===== src/rtl/core/rcf_pkg.sv =====
// route corridor cost floor: shared types, codes and constants
// no dependencies
`default_nettype none
package rcf_pkg;

  localparam int MAX_SEGMENTS_DEF    = 64;
  localparam int CELL_INDEX_BITS_DEF = 12;
  localparam int COORD_FRAC_BITS     = 16;
  localparam int OUT_IDX_BITS        = 12;
  localparam int COST_BITS           = 8;
  localparam int COORD_BITS          = 32;
  localparam int LEN_BITS            = 31;
  localparam int SEG_BITS            = 4 * COORD_BITS;
  localparam int MUL_DIGIT           = 8;

  // 0.05 m rounded at the chosen fraction width
  localparam logic [LEN_BITS-1:0] CELL_SIZE_RESET =
    LEN_BITS'(((64'd5 << COORD_FRAC_BITS) + 64'd50) / 64'd100);

  typedef enum logic [1:0] {
    CMD_CLEAR   = 2'd0,
    CMD_ADD     = 2'd1,
    CMD_PROCESS = 2'd2,
    CMD_NONE    = 2'd3
  } cmd_t;

  typedef enum logic [2:0] {
    REG_MIN_COST = 3'd0,
    REG_RADIUS   = 3'd1,
    REG_CELL     = 3'd2,
    REG_ORIGIN_X = 3'd3,
    REG_ORIGIN_Y = 3'd4
  } reg_idx_t;

  typedef enum logic [3:0] {
    ST_IDLE, ST_CX, ST_CY, ST_LIM, ST_FETCH, ST_LOAD, ST_DOT_A, ST_DOT_B,
    ST_LEN_A, ST_LEN_B, ST_RANGE, ST_CRS_A, ST_CRS_B, ST_SQ, ST_RHS, ST_OUT
  } state_t;

endpackage
`default_nettype wire


===== src/rtl/core/rcf_mul.sv =====
// iterative signed multiplier, one digit of the second operand per cycle
// depends on rcf_pkg
`default_nettype none
module rcf_mul
  import rcf_pkg::*;
#(
  parameter int OPW = 82,
  parameter int PW  = 2 * OPW
) (
  input  wire logic                  clk,
  input  wire logic                  rst,
  input  wire logic                  start,
  input  wire logic signed [OPW-1:0] a,
  input  wire logic signed [OPW-1:0] b,
  output logic                       done,
  output logic signed [PW-1:0]       p
);

  logic                   run;
  logic                   neg;
  logic [PW-1:0]          amag;
  logic [OPW-1:0]         bmag;
  logic [PW-1:0]          acc;
  logic [PW+MUL_DIGIT-1:0] pp;
  logic [OPW-1:0]         a_abs;
  logic [OPW-1:0]         b_abs;

  assign a_abs = a[OPW-1] ? (~a + 1'b1) : a;
  assign b_abs = b[OPW-1] ? (~b + 1'b1) : b;
  assign pp    = amag * bmag[MUL_DIGIT-1:0];

  always_ff @(posedge clk) begin
    if (rst) begin
      run  <= 1'b0;
      done <= 1'b0;
    end else begin
      done <= 1'b0;
      if (start) begin
        run <= 1'b1;
      end else if (run && bmag == '0) begin
        run  <= 1'b0;
        done <= 1'b1;
      end
    end
  end

  always_ff @(posedge clk) begin
    if (start) begin
      amag <= PW'(a_abs);
      bmag <= b_abs;
      acc  <= '0;
      neg  <= a[OPW-1] ^ b[OPW-1];
    end else if (run) begin
      if (bmag == '0) begin
        p <= neg ? $signed(~acc + 1'b1) : $signed(acc);
      end else begin
        acc  <= acc + pp[PW-1:0];
        amag <= amag << MUL_DIGIT;
        bmag <= bmag >> MUL_DIGIT;
      end
    end
  end

endmodule
`default_nettype wire

===== config.mk =====
export PLATFORM = sky130hd
export DESIGN_NAME = rcf_mul
export DESIGN_NICKNAME = d
export VERILOG_FILES = /design/src/rtl/core/rcf_pkg.sv /design/src/rtl/core/rcf_mul.sv
export SDC_FILE = /design/constraint.sdc
export NUM_CORES = 2
export LEC_CHECK = 0
export ABC_CLOCK_PERIOD_IN_PS = 18400
export BUFFER_PORTS_ARGS = -buffer_cell sky130_fd_sc_hd__buf_2
export CAP_MARGIN = 15
export CORE_MARGIN = 4
export CORE_UTILIZATION = 42
export CTS_CLUSTER_DIAMETER = 100
export DETAILED_ROUTE_END_ITERATION = 16
export GPL_TIMING_DRIVEN = 1
export PLACE_DENSITY_LB_ADDON = 0.12
export REMOVE_ABC_BUFFERS = 1
export SYNTH_ARGS = -nofsm -noshare
export SYNTH_HDL_FRONTEND = slang
export SYNTH_SLANG_ARGS = --single-unit

===== constraint.sdc =====
create_clock -name clk -period 18.4 [get_ports clk]
set_clock_uncertainty 0.05 [all_clocks]
set_input_delay 3.68 -clock clk [delete_from_list [all_inputs] [get_ports clk]]
set_output_delay 3.68 -clock clk [all_outputs]
set_load 0.05 [all_outputs]

-- Yosys cells after proc, flatten, opt, wreduce, memory -nomap -nowiden
Cells that the tools add are included.
- reductions and logical operators: 8
- multiplexer cells: 12
- multipliers: 1
- bitwise gates (word level): 6
- add/sub/neg operators: 4
- eq/ne operators: 1
- operators with widths (cell ; count):
    2-to-1 mux 82 bit ; 8
    adder 164 x 1 -> 164 bit, second input constant ; 1
    adder 164 bit ; 1
    adder 82 x 1 -> 82 bit, second input constant ; 2
    multiplier 164 x 8 -> 164 bit ; 1
    2-to-1 mux 164 bit ; 1
    inverter 164 bit ; 1
    inverter 82 bit ; 2
    logical NOT 82 bit ; 1
    AND reduction 2 bit ; 2
    nonzero test 2 bit ; 2
    2-to-1 mux 1 bit ; 3
    AND reduction 3 bit ; 1
    != test 2 bit, second input constant ; 1
    inverter 1 bit ; 2
    OR reduction 2 bit ; 1
    logical AND 1 bit ; 1
    XOR 1 bit ; 1
- logic and storage cells: 40
- flip-flop bits (word level): 577

-- Logic depth before layout (Yosys ltp)
- word-level depth: 4
- mapped depth: 26

-- Least setup slack after synthesis
Ideal clock, no wire load.
- path type: input to register
- start: in start
- end: reg p[0], enable pin
- data required time: 17426 ps
- stages: 3
- arrival time: 16010 ps
- slack: 1416 ps
- library setup time: 924 ps
- path through: clkbuf_1 clkbuf_1 nor3b_1
- word-level cells in the longest chain between the ends: 2
- ends and longest elaborated chain (element ; line ; RTL):
    start: declaration ; rcf_mul.sv:12 ; input wire logic start,
    inverter 1 bit (no line) ; - ;
    AND reduction 3 bit (no line) ; - ;
    end signal: assignment ; rcf_mul.sv:55 ; p <= neg ? $signed(~acc + 1'b1) : $signed(acc);
    end: declaration ; rcf_mul.sv:16 ; output logic signed [PW-1:0] p
Every way passes these cells.
A chain may end at the register's enable or synchronous reset.

-- Worst setup path in the final report
- start: reg bmag[2]
- end: reg acc[157]
- word-level cells in the longest chain between the ends: 3
- elaborated cells between the ends (all ways): 5
- classes of those cells: add/sub (1); mul (1); bitwise (1); reduce/logical (2)
- ends and longest elaborated chain (element ; line ; RTL):
    start: declaration ; rcf_mul.sv:22 ; logic [OPW-1:0] bmag;
    start signal: assignment ; rcf_mul.sv:50 ; bmag <= b_abs;
    start signal: assignment ; rcf_mul.sv:59 ; bmag <= bmag >> MUL_DIGIT;
    branches (longest 3 deep; another with multiplier 164 x 8 -> 164 bit) ; - ;
    end signal: assignment ; rcf_mul.sv:57 ; acc <= acc + pp[PW-1:0];
    end: declaration ; rcf_mul.sv:23 ; logic [PW-1:0] acc;
Parallel ways; which one is timed is not known.

==> impl_metrics.toml <==
[sta]
slew_headroom = 0.203
period_share = 0.525
fin_crit_ns = 9.66
rsz0062_at_grt = "no"
setup_viol = 0
maxSlewViolCount = 0
clock.fmax_ghz = 0.104
hold_viol = 0
setup_tns_ns = 0
tightest_slew_ns = 1.18

[floorplan]
die_area_um2 = 180000
design.core.area_um2 = 172000
num_rows = 152
top_level_ports = 332
start_util = 0.423
die_x_um = 424
die_h_um = 424

[clock_network]
clock_sinks = 577
clk_latency_ns = 0.75
htree_levels = 3
postCtsSetupBuffers = 0
root_buffer = "clkbuf_16"
tritoncts = "done"
cts_buffers = 80
clk_path_buf_depth = 3
holdBufCountCts = 0
cts_resized = 0
path_clk_slew_ns = 0.06

[grt]
grt_pass1_vias = 60900
grt_pass1_wl_mm = 382
grtUsageTotal = 0.276
antenna_found_initial = 12
grt_max_degree = 162
grt_overflow_total = 0

[worst_setup_path]
crit_path_start_kind = "flip-flop"
max_stage_delay_ns = 0.75
r2r-start = "bmag[2]"
crit_chain = "buf_4 -> buf_4 -> buf_4 -> and2_1 -> fa_1 -> fa_1 -> fa_1 -> inv_1 -> fa_1 -> inv_1 -> ha_1 -> a21oi_1 -> nand2_1 -> a221oi_1 -> nand4b_1 -> a31oi_1 -> o21ai_1 -> buf_4 -> a211oi_1 -> o21ai_0 -> a31oi_1 -> o21ai_0 -> xnor2_1 -> o22ai_1"
rr_worst_depth = 24
crit_arrival_ns = 10.17
timing.rr.end = "acc[157]"
crit_required_ns = 18.92
end_kind = "flip-flop"
crit_buf_inv = 6
path_class = "reg2reg"
slowest_stage = "a221oi_1"
path_max_fanout = 67
cp_top_family = "compound AO/OA/AOI/OAI gates"
r2r_slack_ns = 8.74

[logic_synthesis]
synth_ff_type = "edfxtp_1"
synth_edf_count = 329
yosys-top-cells-count = "inv_1 (1312), fa_1 (1110), nand2_1 (1072), and2_1 (917), a21oi_1 (598)"
yosysMostFrequentCell = "inv_1"
synth.cell_area_um2 = 72800
async_flop_share = 0
synth_top_area_cell = "fa_1"
synth_area_per_cell_um2 = 8.70
synth_area_leaders = "fa_1 (31%), edfxtp_1 (14%), and2_1 (7.9%), dfxtp_1 (6.8%), inv_1 (6.8%)"
ys_warn_count = 0
synthesis.instances = 8364
ys_types = 81
ys_seq_area_frac = 0.204
postSynthRegisterBits = 577
synth.top_cell.area_share = 0.305

[layout]
fillers = 17200
antenna_cells = 0
areaGrowthSynthToFinish_pct = 8.40
nNetsFinal = 9813
final_layout_size_suffix_gt1_frac = 0.0682

[place]
io_buffers = 331
dp_hpwl_mm = 189
gp_congestion = 0.965

[detailed_routing]
drc = 0
viasPerCell = 5.50
top_layer = "met5"
first_pass_iters = 6
routedLengthMet1_mm = 105
via_count = 59000
wl_per_cell_um = 22.9
route.met3.wl_mm = 15.0
ant_nets = 0
routed_wl_mm = 246
dr_wl_met2_mm = 116
first_iter_violations = 4819

[flow_run]
cap_violations = 0

[hold_path]
worstHoldEndpoint = "amag[163]"
worstHoldPathCells = 2
hold_start = "amag[163]"
hold_path.class = "reg2reg"

[outcome]
status = "complete, no violations"
sequential cells by signal (all words and copies together) (netlist names):
signal  count
run         1
amag      164
neg         1
done        1
acc       164
p         164
bmag       82
area by class of cell:
| cell class | count | area [um^2] | area share |
|---|---|---|---|
| tap | 2310 | 2890 | 0.0366 |
| timing repair buffer | 389 | 2170 | 0.0276 |
| multi-input combinational | 5999 | 51200 | 0.649 |
| clock buffer | 97 | 2170 | 0.0275 |
| sequential | 577 | 14800 | 0.188 |
| inverter | 1313 | 4940 | 0.0626 |
| clock inverter | 52 | 666 | 0.00844 |
layer usage:
metal	vias to the layer above	track usage
met5	-	0
met4	6	0.108
li1	26600	-
met3	373	0.0345
met2	1939	0.450
met1	30200	0.376
worst max-delay path by stage:
stage          endpoint  depth (start not counted)     from  slack [ns]
2_1_floorplan      p[0]                          1    start        1.82
3_3_place_gp   acc[157]                         24  bmag[2]        9.30
3_5_place_dp   acc[157]                         24  bmag[2]        9.13
4_1_cts        acc[157]                         24  bmag[2]        9.03
5_1_grt        acc[161]                         24  bmag[2]        8.40
6_report       acc[157]                         24  bmag[2]        8.74
logic make-up (layout without fill, tap and decap cells):
group,Yosys count,after routing,share of synthesized area
adders and majority gates,1286,1286,0.335
xor gates and xnor gates,476,476,0.0573
buffers and inverters,1788,1851,0.0926
muxes,13,13,0.00191
and+or+nand+nor,2890,2890,0.200
DFF,577,577,0.204
AOI/OAI and AO/OA,1334,1334,0.109
worst min-delay path: cells and delay by family, from the launching register on:
kind	cells	cell delay, ns
AO/OA/AOI/OAI	1	0.05
AND/OR/NAND/NOR	1	0.05
flip-flops	1	0.31
per-stage QoR:
stage / utilization / cells / cell area (um^2) / hold WS, ns / setup WS, ns
2_1_floorplan: - / 7889 / 71000 / 0.376 / 1.82
3_3_place_gp: 0.442 / 10600 / 76100 / 0.394 / 9.30
3_5_place_dp: 0.442 / 10600 / 76100 / 0.399 / 9.13
4_1_cts: 0.459 / 10700 / 78900 / 0.408 / 9.03
5_1_grt: 0.459 / 10700 / 78900 / 0.437 / 8.40
6_report: 0.459 / 10700 / 78900 / 0.408 / 8.74
layout by cell type (no fill, tap or decap), types with 58 or more instances in the layout:
cell type / n
a21o_1: 76
a21oi_1: 598
ha_1: 176
inv_1: 1312
o31ai_1: 102
nand2_1: 1071
nor3_1: 61
nand3_1: 76
o21bai_1: 58
xor2_1: 199
nor2_1: 333
xnor2_1: 277
nor4_1: 64
o21ai_0: 264
buf_2: 330
and2_1: 916
clkbuf_16: 82
dfxtp_1: 248
nand4_1: 136
fa_1: 1110
or3_1: 72
edfxtp_1: 329
Power is not shown: default switching activity piles up to over one toggle a cycle in this logic, so the estimate is an artifact.
